`src/rtl/radix2_fft_transform_macros.svh`:
```
// assertion helpers for the fft block
`ifndef RADIX2_FFT_TRANSFORM_MACROS_SVH
`define RADIX2_FFT_TRANSFORM_MACROS_SVH

`define FFT_ASSERT_IMPL(label, ante, cons) \
    label: assert property (@(posedge clk) disable iff (!rst_n) (ante) |-> (cons)) \
        else $error("assertion failed");

`define FFT_ASSERT_NEXT(label, ante, cons) \
    label: assert property (@(posedge clk) disable iff (!rst_n) (ante) |=> (cons)) \
        else $error("assertion failed");

`endif

```
`src/rtl/r2fft_pkg.sv`:
```
package r2fft_pkg;

    localparam int LOG2_MAX_POINTS = 6;
    localparam int MAX_POINTS = 1 << LOG2_MAX_POINTS;
    localparam int HALF_MAX = MAX_POINTS / 2;
    localparam int ADDR_W = LOG2_MAX_POINTS;
    localparam int TW_ADDR_W = LOG2_MAX_POINTS - 1;
    localparam int DATA_W = 23;
    localparam int TWIDDLE_BITS = 16;
    localparam int SAMPLE_W = 16;
    localparam int LG_W = 3;
    localparam int CFG_W = 3;
    localparam int STAGE_W = 3;
    localparam int PROD_W = DATA_W + TWIDDLE_BITS + 1;

    localparam logic [0:0] REG_LOG2_POINTS = 1'b0;
    localparam logic [0:0] REG_INVERSE_MODE = 1'b1;

    typedef logic signed [DATA_W-1:0] data_t;
    typedef logic signed [TWIDDLE_BITS-1:0] tw_t;
    typedef logic [ADDR_W-1:0] addr_t;

    typedef enum logic [1:0]
    {
        DP_IDLE,
        DP_LOAD,
        DP_BFLY,
        DP_EMIT
    } dp_op_t;

    typedef struct packed
    {
        dp_op_t op;
        addr_t addr_a;
        addr_t addr_b;
        logic [TW_ADDR_W-1:0] tw_idx;
        logic last;
        logic [LG_W-1:0] lg;
        logic inverse;
    } dp_cmd_t;

    typedef struct packed
    {
        logic busy;
        logic frame_full;
    } ctl_status_t;

    // q1.15 twiddle values for angle 2*pi*k/64
    function automatic tw_t tw_cos(input logic [TW_ADDR_W-1:0] k);
        tw_t r;
        case (k)
            5'd0: r = 16'sd32767;  5'd1: r = 16'sd32610;  5'd2: r = 16'sd32138;
            5'd3: r = 16'sd31357;  5'd4: r = 16'sd30274;  5'd5: r = 16'sd28899;
            5'd6: r = 16'sd27246;  5'd7: r = 16'sd25330;  5'd8: r = 16'sd23170;
            5'd9: r = 16'sd20788;  5'd10: r = 16'sd18205; 5'd11: r = 16'sd15447;
            5'd12: r = 16'sd12540; 5'd13: r = 16'sd9512;  5'd14: r = 16'sd6393;
            5'd15: r = 16'sd3212;  5'd16: r = 16'sd0;     5'd17: r = -16'sd3212;
            5'd18: r = -16'sd6393; 5'd19: r = -16'sd9512; 5'd20: r = -16'sd12540;
            5'd21: r = -16'sd15447; 5'd22: r = -16'sd18205; 5'd23: r = -16'sd20788;
            5'd24: r = -16'sd23170; 5'd25: r = -16'sd25330; 5'd26: r = -16'sd27246;
            5'd27: r = -16'sd28899; 5'd28: r = -16'sd30274; 5'd29: r = -16'sd31357;
            5'd30: r = -16'sd32138; default: r = -16'sd32610;
        endcase
        return r;
    endfunction

    function automatic tw_t tw_sin(input logic [TW_ADDR_W-1:0] k);
        logic [TW_ADDR_W-1:0] m;
        m = (k > 5'd16) ? 5'(6'd32 - {1'b0, k}) : k;
        return tw_cos(5'(5'd16 - m));
    endfunction

endpackage

```
`src/rtl/r2fft_ctrl.sv`:
```
module r2fft_ctrl
(
    input  logic clk,
    input  logic rst_n,
    input  logic start,
    input  logic cfg_we,
    input  logic [r2fft_pkg::CFG_W-1:0] cfg_index,
    input  logic [r2fft_pkg::CFG_W-1:0] cfg_data,
    output r2fft_pkg::dp_cmd_t cmd,
    output r2fft_pkg::ctl_status_t status
);

    typedef enum logic [2:0]
    {
        ST_LOAD,
        ST_SWAP,
        ST_BFLY,
        ST_EMIT
    } state_t;

    state_t state_reg, state_next;
    logic [r2fft_pkg::LG_W-1:0] lg_cfg_reg, lg_cfg_next;
    logic inv_reg, inv_next;
    logic phase_reg, phase_next;
    logic [r2fft_pkg::ADDR_W:0] count_reg, count_next;
    logic [r2fft_pkg::STAGE_W-1:0] stage_reg, stage_next;
    logic [r2fft_pkg::ADDR_W-1:0] idx_reg, idx_next;
    logic [r2fft_pkg::LG_W-1:0] lg_eff;
    logic [r2fft_pkg::ADDR_W:0] npts;
    logic [r2fft_pkg::ADDR_W-1:0] nmask, rev, half, grp, jj, bfly_a;
    logic [r2fft_pkg::ADDR_W-1:0] last_bfly;

    always_comb
    begin
        if (lg_cfg_reg == '0)
            lg_eff = r2fft_pkg::LG_W'(1);
        else if (lg_cfg_reg > r2fft_pkg::LG_W'(r2fft_pkg::LOG2_MAX_POINTS))
            lg_eff = r2fft_pkg::LG_W'(r2fft_pkg::LOG2_MAX_POINTS);
        else
            lg_eff = lg_cfg_reg;
        npts = (r2fft_pkg::ADDR_W+1)'(1) << lg_eff;
        nmask = r2fft_pkg::ADDR_W'(npts - 1'b1);
        last_bfly = r2fft_pkg::ADDR_W'((npts >> 1) - 1'b1);
        rev = '0;
        for (int b = 0; b < r2fft_pkg::ADDR_W; b++)
        begin
            if (b < int'(lg_eff))
                rev[int'(lg_eff) - 1 - b] = idx_reg[b];
        end
        half = r2fft_pkg::ADDR_W'(1) << (stage_reg - 1'b1);
        jj = idx_reg & (half - 1'b1);
        grp = (idx_reg & ~(half - 1'b1)) << 1;
        bfly_a = grp | jj;
    end

    always_comb
    begin
        state_next = state_reg;
        lg_cfg_next = lg_cfg_reg;
        inv_next = inv_reg;
        phase_next = phase_reg;
        count_next = count_reg;
        stage_next = stage_reg;
        idx_next = idx_reg;
        cmd = '0;
        cmd.op = r2fft_pkg::DP_IDLE;
        cmd.lg = lg_eff;
        cmd.inverse = inv_reg;
        if (cfg_we)
        begin
            unique case (cfg_index)
                r2fft_pkg::CFG_W'(r2fft_pkg::REG_LOG2_POINTS): lg_cfg_next = cfg_data;
                r2fft_pkg::CFG_W'(r2fft_pkg::REG_INVERSE_MODE): inv_next = cfg_data[0];
                default: ;
            endcase
        end
        unique case (state_reg)
            ST_LOAD:
            begin
                if (start)
                begin
                    cmd.op = r2fft_pkg::DP_LOAD;
                    cmd.addr_a = count_reg[r2fft_pkg::ADDR_W-1:0];
                    if ((count_reg + 1'b1) >= npts)
                    begin
                        count_next = '0;
                        idx_next = '0;
                        state_next = ST_SWAP;
                    end
                    else
                        count_next = count_reg + 1'b1;
                end
            end
            ST_SWAP:
            begin
                // read cycle first, then the write back of the swapped pair
                cmd.addr_a = idx_reg;
                cmd.addr_b = rev;
                cmd.last = 1'b1;
                if ((idx_reg < rev) && !phase_reg)
                    phase_next = 1'b1;
                else
                begin
                    phase_next = 1'b0;
                    if (phase_reg)
                        cmd.op = r2fft_pkg::DP_BFLY;
                    idx_next = idx_reg + 1'b1;
                    if (idx_reg == nmask)
                    begin
                        idx_next = '0;
                        stage_next = r2fft_pkg::STAGE_W'(1);
                        state_next = ST_BFLY;
                    end
                end
            end
            ST_BFLY:
            begin
                cmd.addr_a = bfly_a;
                cmd.addr_b = bfly_a | half;
                cmd.tw_idx = r2fft_pkg::TW_ADDR_W'(jj <<
                    (r2fft_pkg::STAGE_W'(r2fft_pkg::LOG2_MAX_POINTS) - stage_reg));
                phase_next = !phase_reg;
                if (phase_reg)
                begin
                    cmd.op = r2fft_pkg::DP_BFLY;
                    idx_next = idx_reg + 1'b1;
                    if (idx_reg == last_bfly)
                    begin
                        idx_next = '0;
                        if (r2fft_pkg::LG_W'(stage_reg) == lg_eff)
                            state_next = ST_EMIT;
                        else
                            stage_next = stage_reg + 1'b1;
                    end
                end
            end
            ST_EMIT:
            begin
                cmd.op = r2fft_pkg::DP_EMIT;
                cmd.addr_a = idx_reg;
                cmd.last = (idx_reg == nmask);
                idx_next = idx_reg + 1'b1;
                if (idx_reg == nmask)
                    state_next = ST_LOAD;
            end
            default: state_next = ST_LOAD;
        endcase
    end

    assign status.busy = (state_reg != ST_LOAD);
    assign status.frame_full = (state_reg == ST_SWAP) && (idx_reg == '0);

    always_ff @(posedge clk or negedge rst_n)
    begin
        if (!rst_n)
        begin
            state_reg <= ST_LOAD;
            lg_cfg_reg <= r2fft_pkg::LG_W'(r2fft_pkg::LOG2_MAX_POINTS);
            inv_reg <= 1'b0;
            phase_reg <= 1'b0;
            count_reg <= '0;
            stage_reg <= '0;
            idx_reg <= '0;
        end
        else
        begin
            state_reg <= state_next;
            lg_cfg_reg <= lg_cfg_next;
            inv_reg <= inv_next;
            phase_reg <= phase_next;
            count_reg <= count_next;
            stage_reg <= stage_next;
            idx_reg <= idx_next;
        end
    end

endmodule

```
`config.mk`:
```
export PLATFORM = sky130hd
export DESIGN_NAME = r2fft_ctrl
export DESIGN_NICKNAME = d
export VERILOG_FILES = /design/src/rtl/radix2_fft_transform_macros.svh /design/src/rtl/r2fft_pkg.sv /design/src/rtl/r2fft_ctrl.sv
export SDC_FILE = /design/constraint.sdc
export NUM_CORES = 1
export LEC_CHECK = 0
export BUFFER_PORTS_ARGS = -buffer_cell sky130_fd_sc_hd__buf_2
export CORE_UTILIZATION = 55
export CTS_CLUSTER_DIAMETER = 60
export DETAILED_ROUTE_END_ITERATION = 10
export PLACE_DENSITY = 0.79
export SLEW_MARGIN = 25
export SYNTH_ARGS = -nofsm -noshare
export SYNTH_HDL_FRONTEND = slang
export SYNTH_SLANG_ARGS = --single-unit
```
`constraint.sdc`:
```
create_clock -name clk -period 4.35 [get_ports clk]
set_input_delay 0.87 -clock clk [delete_from_list [all_inputs] [get_ports clk]]
set_output_delay 0.87 -clock clk [all_outputs]
set_load 0.02 [all_outputs]
```
Yosys cells after proc, flatten, opt, wreduce, memory -nomap -nowiden
Cells that the tools add are included.
- $add $sub $neg: 14
- order comparisons: 21
- eq/ne operators: 16
- shifts and indexed selects: 3
- multiplexer cells: 57
- bitwise gates (word level): 6
- reduce and logical (&&, ||, !) cells: 22
- operator list (cell ; count):
    $ge A32 B1 Y1 const B ; 4
    $lt A32 B5 Y1 const B ; 4
    $mux W6 ; 12
    $mux W3 ; 15
    $pmux W8 S4 ; 1
    $bwmux W6 ; 5
    $pmux W6 S4 ; 1
    $demux W1 S3 ; 6
    $ne A2 B2 Y1 const B ; 9
    $sub A6 B1 Y6 const B ; 3
    $mux W7 ; 2
    $and A6 B6 Y6 ; 2
    $eq A6 B6 Y1 ; 2
    $or A6 B6 Y6 ; 2
    $pmux W3 S4 ; 1
    $pmux W6 S2 ; 1
    $sub A4 B3 Y5 const B ; 2
    $sub A4 B4 Y5 const B ; 2
    $logic_not A3 Y1 ; 3
    $logic_and A1 B1 Y1 ; 8
    $reduce_and A8 Y1 ; 1
    $add A7 B1 Y7 const B ; 1
    $ge A7 B7 Y1 ; 1
    $mux W1 ; 7
    35 further kinds ; 44
- register bits after elaboration: 24
- input bits: 10
- output and inout port bits: 26
- logic and storage cells: 146

Depth between registers and ports, before layout
Gate-level depths: netlist of run 1.
- depth in word-level cells: 24
- gate-level depth with buffers: 22
- depth with buffers taken out: 20

Worst setup path before layout of run 1
No wires, ideal clock.
- path type: register to register
- start: reg lg_cfg_reg[1] in the netlist's numbering
- end: reg state_reg[1]
- setup time: 125 ps
- data arrival time: 4480 ps
- required time: 4225 ps
- setup slack: -255 ps
- cell stages (with the launch flop): 19
- buffers on the path: 3
- period minus slack after synthesis: 4605 ps
- cells stage by stage: dfstp_2 -> buf_6 -> buf_2 -> inv_1 -> ha_1 -> clkbuf_1 -> inv_1 -> a21o_1 -> a21boi_0 -> o22ai_1 -> a221oi_1 -> nor2_1 -> ha_1 -> nand4_1 -> a311o_1 -> o211a_4 -> a211o_1 -> or3_4 -> mux2_4
- word-level cells in the longest chain between the ends: 24
- elaborated cells on any way between the ends: 74
- classes of those cells: add/sub (8); order compare (21); eq/ne (9); shift (1); mux (25); bitwise (1); reduce/logical (9)
- RTL lines (what ; RTL line ; RTL):
    from (decl) ; r2fft_ctrl.sv:22 ; logic [r2fft_pkg::LG_W-1:0] lg_cfg_reg, lg_cfg_next;
    from (signal assigned) ; r2fft_ctrl.sv:158 ; lg_cfg_reg <= r2fft_pkg::LG_W'(r2fft_pkg::LOG2_MAX_POINTS);
    from (signal assigned) ; r2fft_ctrl.sv:168 ; lg_cfg_reg <= lg_cfg_next;
    $gt A3 B3 Y1 ; r2fft_ctrl.sv:37 ; else if (lg_cfg_reg > r2fft_pkg::LG_W'(r2fft_pkg::LOG2_MAX_POINTS))
    $mux W3 ; r2fft_ctrl.sv:37 ;
    $mux W3 (*) ; r2fft_ctrl.sv:35 ; if (lg_cfg_reg == '0)
    branches (longest 20 deep; another with $ge A32 B1 Y1) ; - ;
    $reduce_and A8 Y1 (no line) (*) ; - ;
    to (signal assigned) ; r2fft_ctrl.sv:167 ; state_reg <= state_next;
    to (decl) ; r2fft_ctrl.sv:21 ; state_t state_reg, state_next;
Mark *: on every way between the ends.
A chain may end at the register's enable or synchronous reset.

Final worst setup path of run 1
Same ends and word-level chain as after synthesis.

==> impl_metrics.yaml, run 1 <==
timing:
  relSlewSlack_pct: 48.19
  fin_ws_ns: 0.05269
  finalSetupViolations: 0
  min_period_ns: 4.297
  timing.setup.tns_ns: 0
  rsz0062_at_grt: "true"
  fmax_ghz: 0.2327
  hold_viol: 0
  worst-slew-pin-transition_ns: 0.7742
  skew_ns: 0.004370
  min_period_over_period_pct: 98.79
  maxSlewViolCount: 0
setup_path:
  timing.rr.end: "state_reg[1]$_DFFE_PN0P_"
  crit_type: "flip-flop to flip-flop"
  cp_top_family: "compound AO/OA/AOI/OAI gates"
  timing.rr.start: "lg_cfg_reg[1]$_DFFE_PN1P_"
  crit_chain: "buf_6 -> clkinvlp_4 -> ha_4 -> ha_4 -> buf_4 -> a211oi_1 -> a22oi_2 -> a32oi_1 -> and2_1 -> ha_1 -> nand4_1 -> a311o_1 -> o211a_4 -> a211o_1 -> or3_4 -> mux2_4"
  slowest_stage: "dfstp_2"
  crit_path_frequent_cell: "ha_4"
  cp_num_buf_inv: 3
  reg2reg_slack_ns: 0.05
  path_max_fanout: 7
  crit_arrival_ns: 4.46
  reg2regPathDepth: 16
  endpoint_kind: "flip-flop"
  crit_required_ns: 4.51
  start_kind: "flip-flop"
  max_stage_delay_ns: 0.57
cts:
  clkTransAtPathRegs_ns: 0.09
  cts_buffer_depth: 2
  cts_max_level: 1
  cts_tree: "built"
  cts_made_buffers: 3
  insertion_delay_ns: 0.27
  clock-sinks: 23
  ctsHoldBuffers: 0
  cts_root_buf: "clkbuf_8"
die:
  dieArea_mm2: 0.006210
  die_y_um: 78.81
  io_pins: 36
  die_x_um: 78.81
  core-area_mm2: 0.005608
  start_util_pct: 57.85
  num_rows: 27
min_path:
  hold_end: "inv_reg$_DFFE_PN0P_"
  min_from: "inv_reg$_DFFE_PN0P_"
  hp-class: "flip-flop to flip-flop"
  hold_depth: 1
detailed_routing:
  avgViaCountPerCell: 6.356
  wl_per_cell_um: 18.08
  postRouteAntennaNets: 0
  dr.pass1.iters: 7
  post-route-drc-count: 0
  wl_um: 9599
  vias: 3375
  drt-initial-drc-count: 242
global_route:
  grt_max_degree: 24
  use_met2_pct: 48.87
  grt.total_usage_pct: 31.02
  grt_pass1_wl_um: 15200
  busiest_layer: "met2"
  grt_pass1_vias: 3044
  met1_usage_pct: 43.52
  grtUsageMet3_pct: 4.368
  antenna_found_initial: 0
  grt_overflow: 0
placement:
  dpl.hpwl_um: 7008
  place_ws_ns: 0.05934
  portBuffers: 35
  place_area_mm2: 0.003600
  gp_routability_congestion: 0.9342
layout:
  layout.nets: 507
  seqCellArea_um2: 578.1
  drive_gt1_share_pct: 24.18
  syn2layout_area_growth_pct: 16.00
  largest_reg_flops: 7
  n_fill_cell: 482
  diodes: 0
  stdcell_area_mm2: 0.003764
  multi_input_area_mm2: 0.002586
power:
  leakagePower_nw: 1.726
  irDropWorstVdd_mv: 0.4059
  power_density_mw_per_mm2: 732.6
flow_run:
  max-cap-violations: 0
synthesis:
  synth_nets: 468
  synthCells: 421
  synthArstFlopShare_pct: 100.0
  synth_warnings: 0
  syn_avg_cell_area_um2: 7.706
  synth_flop_cell: "dfrtp_1"
  syn_area_mm2: 0.003244
  synth_cell_types: 75
  synth_edf_count: 0
  ys_seq_area_share_pct: 17.82
  ys_seq_elements: 23
run_status:
  status: "finished clean"
worst register-to-register path, delay by kind of cell (launching register included):
family,cells,cell delay [ns]
fa+ha+maj,3,0.60
mux,1,0.30
buf+inv,3,0.44
compound gates,6,1.55
simple gates,3,0.70
flops,1,0.57
synthesized netlist by cell type, drive strengths merged (4+ instances only):
library cell  count  area [um2]
nand2            58       217.7
ha               37       462.9
o21ai            33       165.2
nor2             26       97.59
dfrtp            21       525.5
clkbuf           19       71.32
inv              18       67.56
xnor2            15       131.4
a21oi            13       76.33
nand3            13       65.06
mux2             10       116.4
nand2b           10       70.06
buf               9       55.04
nor2b             9       56.30
nor3              9       45.04
xor2              8       70.07
and3              7       43.79
a21o              6       45.04
a22oi             6       45.04
a22o              5       43.79
a31oi             5       31.28
and2              5       31.28
o21a              5       37.54
or2               5       31.28
a211oi            4       30.03
kinds of logic (layout without fill, tap and decap cells):
| group | Yosys count | after routing | share of synthesized area (%) |
|---|---|---|---|
| mux | 14 | 14 | 5.206 |
| fa+ha+maj | 37 | 37 | 14.27 |
| simple gates | 158 | 158 | 24.22 |
| compound gates | 117 | 117 | 25.96 |
| xor+xnor | 23 | 23 | 6.209 |
| flops | 23 | 23 | 17.82 |
| buf+inv | 49 | 87 | 6.324 |
placed cells by master (no fill, tap or decap), drive strengths merged, types with 3 or more instances in the layout:
cell type / synthesis / final
a22oi: 6 / 6
ha: 37 / 37
nand2b: 10 / 10
o21ai: 33 / 33
xor2: 8 / 8
dfrtp: 21 / 21
o41ai: 3 / 3
nor3b: 3 / 3
nor3: 9 / 9
and2: 5 / 5
xnor2: 15 / 15
a211o: 3 / 3
a21oi: 13 / 13
o21a: 5 / 5
a21o: 6 / 6
inv: 18 / 17
mux2: 10 / 10
a22o: 5 / 5
a211oi: 4 / 4
nor2b: 9 / 9
clkbuf: 19 / 4
nand3: 13 / 13
or2: 5 / 5
and3: 7 / 7
mux2i: 3 / 3
buf: 9 / 62
a31oi: 5 / 5
clkinv: 3 / 3
nor2: 26 / 26
nand2: 58 / 58
nand4: 3 / 3
worst max path at each step:
| stage | start | end | slack, ns | cells after the start |
|---|---|---|---|---|
| finish | lg_cfg_reg[1]$_DFFE_PN1P_ | state_reg[1]$_DFFE_PN0P_ | 0.05 | 16 |
| global route | lg_cfg_reg[1]$_DFFE_PN1P_ | state_reg[1]$_DFFE_PN0P_ | -0.08 | 17 |
| CTS | lg_cfg_reg[1]$_DFFE_PN1P_ | state_reg[1]$_DFFE_PN0P_ | 0.04 | 16 |
| detailed placement | lg_cfg_reg[1]$_DFFE_PN1P_ | state_reg[1]$_DFFE_PN0P_ | 0.06 | 16 |
| global placement | lg_cfg_reg[1]$_DFFE_PN1P_ | state_reg[1]$_DFFE_PN0P_ | 0.12 | 16 |
| floorplan | lg_cfg_reg[1]$_DFFE_PN1P_ | state_reg[1]$_DFFE_PN0P_ | -0.04 | 20 |
power breakdown:
part	leakage, nW	total, mW	internal, mW	switching (mW)
sequential	0.294	0.388	0.280	0.109
clock	0.0228	0.142	0.0656	0.0767
combinational	1.41	2.23	0.941	1.29
layer usage:
metal	vias to the layer above	part of all wire (%)	wire length [um]
met5	-	0	0
met4	0	1.6	153
met3	17	8.3	794
met2	170	46	4454
met1	1598	44	4197
li1	1590	-	-
per-stage QoR:
step / power, mW / hold WS (ns) / utilization (%) / std cells
CTS: 2.600 / 0.5226 / 64.99 / 527
floorplan: 1.924 / 0.4692 / - / 421
finish: 2.757 / 0.5176 / 67.11 / 531
detailed placement: 2.448 / 0.5029 / 64.19 / 523
global placement: 2.417 / 0.4865 / 64.19 / 523
global route: 2.951 / 0.5418 / 67.11 / 531
area by class of cell:
type	count	share of cell area, %
sequential	23	15.36
clock buffer	4	1.197
timing repair buffer	62	10.14
inverter	21	2.194
multi-input combinational	349	68.72
tap	72	2.394
what timing repair did:
action	CTS	global route
endpoints found under the setup margin	0	10
setup buffers	0	4
resized for setup	0	21
Power figures use the tool's default switching activity.
==> inputs of run 2 (changes only) <==
--- a/config.mk
+++ b/config.mk
@@ -6,10 +6,12 @@
 export NUM_CORES = 1
 export LEC_CHECK = 0
 export BUFFER_PORTS_ARGS = -buffer_cell sky130_fd_sc_hd__buf_2
+export CAP_MARGIN = 20
 export CORE_UTILIZATION = 55
 export CTS_CLUSTER_DIAMETER = 60
+export CTS_CLUSTER_SIZE = 30
 export DETAILED_ROUTE_END_ITERATION = 10
-export PLACE_DENSITY = 0.79
+export PLACE_DENSITY = 0.76
 export SLEW_MARGIN = 25
 export SYNTH_ARGS = -nofsm -noshare
 export SYNTH_HDL_FRONTEND = slang
==> constraint.sdc (replaced) <==
create_clock -name clk -period 5.25 [get_ports clk]
set_input_delay 1.05 -clock clk [delete_from_list [all_inputs] [get_ports clk]]
set_output_delay 1.05 -clock clk [all_outputs]
set_load 0.02 [all_outputs]
==> run 2 against run 1 <==
Effect of this change: critical endpoint unchanged; sequential power down 6.4%; non-clock buffer count down 17; total power down 22%; clock skew up 0.0046 ns; maximum frequency down 13%; routed wire length down 2.6%; register-to-register slack better by 0.25 ns; setup slack better by 0.25 ns.
==> impl_metrics.yaml, run 2 (synthesis results as in run 1) <==
setup_path:
  crit_required_ns: 5.41
  slowest_stage: "dfstp_4"
  crit_type: "flip-flop to flip-flop"
  reg2reg_slack_ns: 0.30
  path_max_fanout: 19
  timing.rr.end: "state_reg[1]$_DFFE_PN0P_"
  crit_arrival_ns: 5.11
  max_stage_delay_ns: 0.75
  endpoint_kind: "flip-flop"
  crit_start: "lg_cfg_reg[1]$_DFFE_PN1P_"
  reg2regPathDepth: 18
  start_kind: "flip-flop"
  crit_chain: "nor2b_1 -> a21oi_4 -> inv_2 -> ha_1 -> ha_2 -> or2_2 -> nand2_1 -> nand2_1 -> a22oi_1 -> a32oi_1 -> and2_1 -> ha_1 -> nand4_1 -> a311o_1 -> o211a_4 -> a211o_1 -> or3_4 -> mux2_4"
  timing.rr.start: "lg_cfg_reg[1]$_DFFE_PN1P_"
die:
  die_x_um: 78.81
  dieArea_mm2: 0.006210
  core-area_mm2: 0.005608
  num_rows: 27
  start_util_pct: 57.85
  io_pins: 36
  die_y_um: 78.81
power:
  power_density_mw_per_mm2: 609.4
  p_clk_share_pct: 5.5
  irDropWorstVdd_mv: 0.4092
  leakagePower_nw: 1.628
  pwr-share-comb_pct: 77.5
  internal_power_uw: 967.6
  switching_share_pct: 54.87
  switchingPower_mw: 1.177
  seqPwrFrac_pct: 16.9
placement:
  gp_routability_congestion: 0.9321
  portBuffers: 35
  dpl.hpwl_um: 6909
layout:
  n_fill_cell: 507
  diodes: 0
  final_core_util_pct: 62.74
  drive_gt1_share_pct: 17.65
  final_common_cell: "nand2_1"
  multi_input_area_mm2: 0.002471
  largest_reg_flops: 7
  layout_common_cells: "nand2_1, ha_1, buf_2"
  layout.nets: 490
  syn2layout_area_growth_pct: 8.446
  seqCellArea_um2: 581.8
detailed_routing:
  wl_um: 9351
  postRouteAntennaNets: 0
  drt-initial-drc-count: 285
  vias: 3259
  dr.pass1.iters: 5
  wl_per_cell_um: 18.19
  post-route-drc-count: 0
  avgViaCountPerCell: 6.340
min_path:
  hold_depth: 2
  hold_end: "count_reg[6]$_DFFE_PN0P_"
  hp-class: "flip-flop to flip-flop"
  min_from: "count_reg[6]$_DFFE_PN0P_"
timing:
  finalSetupViolations: 0
  timing.setup.tns_ns: 0
  hold_viol: 0
  min_period_ns: 4.949
  maxSlewViolCount: 0
  min_period_over_period_pct: 94.26
  skew_ns: 0.009012
  relSlewSlack_pct: 49.19
  worst-slew-pin-transition_ns: 0.7621
  rsz0062_at_grt: "false"
  fmax_ghz: 0.2021
cts:
  cts_tree: "built"
  insertion_delay_ns: 0.28
  cts_made_buffers: 3
  clkTransAtPathRegs_ns: 0.10
  cts_resized: 0
  ctsHoldBuffers: 0
  cts_root_buf: "clkbuf_8"
  cts_max_level: 1
  cts_buffer_depth: 2
  post-cts-setup-buffer-count: 0
  clock-sinks: 23
global_route:
  grt_max_degree: 24
  grt_pass1_wl_um: 15460
  grt_pass1_vias: 3136
  antenna_found_initial: 0
  grt_overflow: 0
  grt.total_usage_pct: 32.11
flow_run:
  max-cap-violations: 0
run_status:
  status: "finished clean"
## run 2: per-stage QoR
step                hold WS, ns  cells  instance area (um2)  setup WS, ns  power [mW]
floorplan                0.4692    421                 3244        0.6447       1.567
global placement         0.4899    510                 3458        0.3315       1.945
detailed placement       0.5008    510                 3458        0.2658       1.975
CTS                      0.5206    514                 3505        0.2460       2.102
global route             0.5498    514                 3518       0.03200       2.324
finish                   0.5159    514                 3518        0.3013       2.144
## run 2: final cells by class
cell class / count / share of cell area [%]
clock buffers: 3 / 1.174
clock inverters: 1 / 0.1422
inverters: 21 / 2.240
multi-input cells: 349 / 70.23
flip-flops and latches: 23 / 16.54
well taps: 72 / 2.560
repair buffers: 45 / 7.112
## run 2: layer usage
metal	GRT usage, %	vias up	part of all wire, %
li1	-	1557	-
met1	42.25	1563	45
met2	52.78	122	47
met3	4.483	17	6.6
met4	12.78	0	1.9
met5	0	-	0
## run 2: worst max-delay path: cells and delay by family, from the launching register on
family          cells  cell delay, ns
compound gates      6            1.34
fa+ha+maj           3            0.79
flops               1            0.75
mux                 1            0.30
buf+inv             1            0.13
simple gates        7            1.52
## run 2: power groups by stage
stage                     combinational [mW]  clock [mW]  sequential [mW]
after floorplan                         1.29           0            0.279
after global placement                  1.59           0            0.357
after detailed placement                1.62           0            0.360
after CTS                               1.63       0.119            0.357
after global routing                    1.83       0.122            0.368
final                                   1.66       0.118            0.363
## run 2: how the worst max path moves through the flow
stage	slack (ns)	end
floorplan	0.64	state_reg[1]$_DFFE_PN0P_
CTS	0.25	idx_reg[0]$_DFFE_PN0P_
detailed placement	0.27	stage_reg[2]$_DFFE_PN0P_
global placement	0.33	state_reg[1]$_DFFE_PN0P_
finish	0.30	state_reg[1]$_DFFE_PN0P_
global route	0.03	state_reg[1]$_DFFE_PN0P_
==> inputs of run 3 (changes only) <==
--- a/config.mk
+++ b/config.mk
@@ -7,11 +7,11 @@
 export LEC_CHECK = 0
 export BUFFER_PORTS_ARGS = -buffer_cell sky130_fd_sc_hd__buf_2
 export CAP_MARGIN = 20
-export CORE_UTILIZATION = 55
+export CORE_UTILIZATION = 60
 export CTS_CLUSTER_DIAMETER = 60
 export CTS_CLUSTER_SIZE = 30
 export DETAILED_ROUTE_END_ITERATION = 10
-export PLACE_DENSITY = 0.76
+export PLACE_DENSITY = 0.81
 export SLEW_MARGIN = 25
 export SYNTH_ARGS = -nofsm -noshare
 export SYNTH_HDL_FRONTEND = slang
==> run 3 against run 2 <==
Effect of this change: total power down 0.64%; sequential share of layout area up 0.11 points; cell area down 0.68%; via count up 2.0%; core utilization up 4.8 points; register-to-register slack about the same.
==> impl_metrics.yaml, run 3 (synthesis results as in run 1) <==
layout:
  syn2layout_area_growth_pct: 7.713
  final_common_cell: "nand2_1"
  stdcell_area_mm2: 0.003495
  layout.nets: 488
  largest_reg_flops: 7
  drive_gt1_share_pct: 17.05
  layout_common_cells: "nand2_1, ha_1, buf_2"
  diodes: 0
  fin_cells: 510
  n_fill_cell: 459
timing:
  min_period_ns: 4.944
  hold_viol: 0
  skew_ns: 0.007514
  fin_ws_ns: 0.3057
  worst-slew-pin-transition_ns: 0.7749
  fmax_ghz: 0.2023
  timing.setup.tns_ns: 0
  finalSetupViolations: 0
  min_period_over_period_pct: 94.18
  rsz0062_at_grt: "false"
  relSlewSlack_pct: 48.15
  maxSlewViolCount: 0
setup_path:
  slowest_stage: "dfstp_4"
  cp_num_buf_inv: 1
  path_max_fanout: 19
  reg2reg_slack_ns: 0.31
  reg2regPathDepth: 18
  crit_type: "flip-flop to flip-flop"
  start_kind: "flip-flop"
  crit_required_ns: 5.42
  timing.rr.start: "lg_cfg_reg[1]$_DFFE_PN1P_"
  crit_chain: "nor2b_1 -> a21oi_4 -> inv_2 -> ha_1 -> ha_2 -> or2_2 -> nand2_1 -> nand2_1 -> a22oi_1 -> o211ai_1 -> and2_1 -> ha_1 -> nand4_1 -> a311o_1 -> o211a_4 -> a211o_1 -> or3_4 -> mux2_4"
  cp_top_family: "simple AND/OR/NAND/NOR gates"
  crit_arrival_ns: 5.12
  endpoint_kind: "flip-flop"
  max_stage_delay_ns: 0.75
  timing.rr.end: "state_reg[1]$_DFFE_PN0P_"
cts:
  post-cts-setup-buffer-count: 0
  cts_tree: "built"
  cts_made_buffers: 3
  cts_root_buf: "clkbuf_8"
  clock-sinks: 23
  cts_buffer_depth: 2
  clkTransAtPathRegs_ns: 0.10
  insertion_delay_ns: 0.28
  ctsHoldBuffers: 0
  cts_max_level: 1
min_path:
  min_from: "count_reg[6]$_DFFE_PN0P_"
  hp-class: "flip-flop to flip-flop"
  hold_depth: 2
  hold_end: "count_reg[6]$_DFFE_PN0P_"
die:
  start_util_pct: 62.72
  core-area_mm2: 0.005172
  dieArea_mm2: 0.005706
  io_pins: 36
  num_rows: 26
  die_y_um: 75.54
  die_x_um: 75.54
detailed_routing:
  vias: 3325
  wl_um: 9299
  dr.pass1.iters: 5
  post-route-drc-count: 0
  avgViaCountPerCell: 6.520
  postRouteAntennaNets: 0
  wl_per_cell_um: 18.23
  drt-initial-drc-count: 258
run_status:
  status: "finished clean"
power:
  irDropWorstVdd_mv: 0.3937
  leakagePower_nw: 1.616
  power_mw: 2.131
  power_density_mw_per_mm2: 609.7
global_route:
  grt_overflow: 0
  grt.total_usage_pct: 33.12
  grt_pass1_vias: 2998
  grt_max_degree: 24
  antenna_found_initial: 0
  grt_pass1_wl_um: 14150
placement:
  portBuffers: 35
  gp_routability_congestion: 0.9019
  place_ws_ns: 0.2913
  placedCellCount: 506
  dpl.hpwl_um: 7000
  place_area_mm2: 0.003441
flow_run:
  max-cap-violations: 0
## run 3: cell types whose count changed in the layout (fill, tap and decap cells not counted), sizes merged
cell,before,now
buf,45,43
## run 3: worst max-delay path by stage
stage,from,to,cells past startpoint
2_1_floorplan,lg_cfg_reg[1]$_DFFE_PN1P_,state_reg[1]$_DFFE_PN0P_,18
3_3_place_gp,lg_cfg_reg[1]$_DFFE_PN1P_,state_reg[1]$_DFFE_PN0P_,18
3_5_place_dp,lg_cfg_reg[1]$_DFFE_PN1P_,stage_reg[0]$_DFFE_PN0P_,19
4_1_cts,lg_cfg_reg[1]$_DFFE_PN1P_,stage_reg[0]$_DFFE_PN0P_,19
5_1_grt,lg_cfg_reg[1]$_DFFE_PN1P_,state_reg[1]$_DFFE_PN0P_,18
6_report,lg_cfg_reg[1]$_DFFE_PN1P_,state_reg[1]$_DFFE_PN0P_,18
## run 3: worst min-delay path, delay by kind of cell, from the launching register on
kind | cells | cell delay (ns)
flops | 1 | 0.38
compound gates | 1 | 0.06
simple gates | 1 | 0.05
## run 3: layout make-up
type                            instances  area (um2)  area share, %
Sequential cell                        23       581.8          16.65
Clock buffer                            3       41.29          1.182
Clock inverter                          1       5.005         0.1432
Timing Repair Buffer                   43       235.2          6.731
Inverter                               21       78.83          2.256
Multi-Input combinational cell        349        2465          70.53
Tap cell                               70       87.58          2.506
## run 3: stage by stage
stage / hold slack [ns] / util, %
6_report: 0.5265 / 67.56
3_3_place_gp: 0.4835 / 66.52
2_1_floorplan: 0.4692 / -
3_5_place_dp: 0.5018 / 66.52
4_1_cts: 0.5235 / 67.42
5_1_grt: 0.5778 / 67.56
## run 3: power breakdown
group | internal [mW] | switching [mW] | leakage [nW]
clock | 0.0533 | 0.0693 | 0.0255
combinational | 0.669 | 0.977 | 1.30
sequential | 0.233 | 0.129 | 0.295
## run 3: per-layer routing
metal  routed length (um)  track usage, %  part of all wire (%)
met5                    0               0                     0
met3                  776           5.026                   8.3
met4                  204           12.76                   2.2
met2                 4395           54.07                    47
met1                 3924           44.26                    42
## run 3: repair_timing
item	CTS	global route
endpoints found under the hold margin	0	0
endpoints found under the setup margin	0	8
resized for setup	0	3
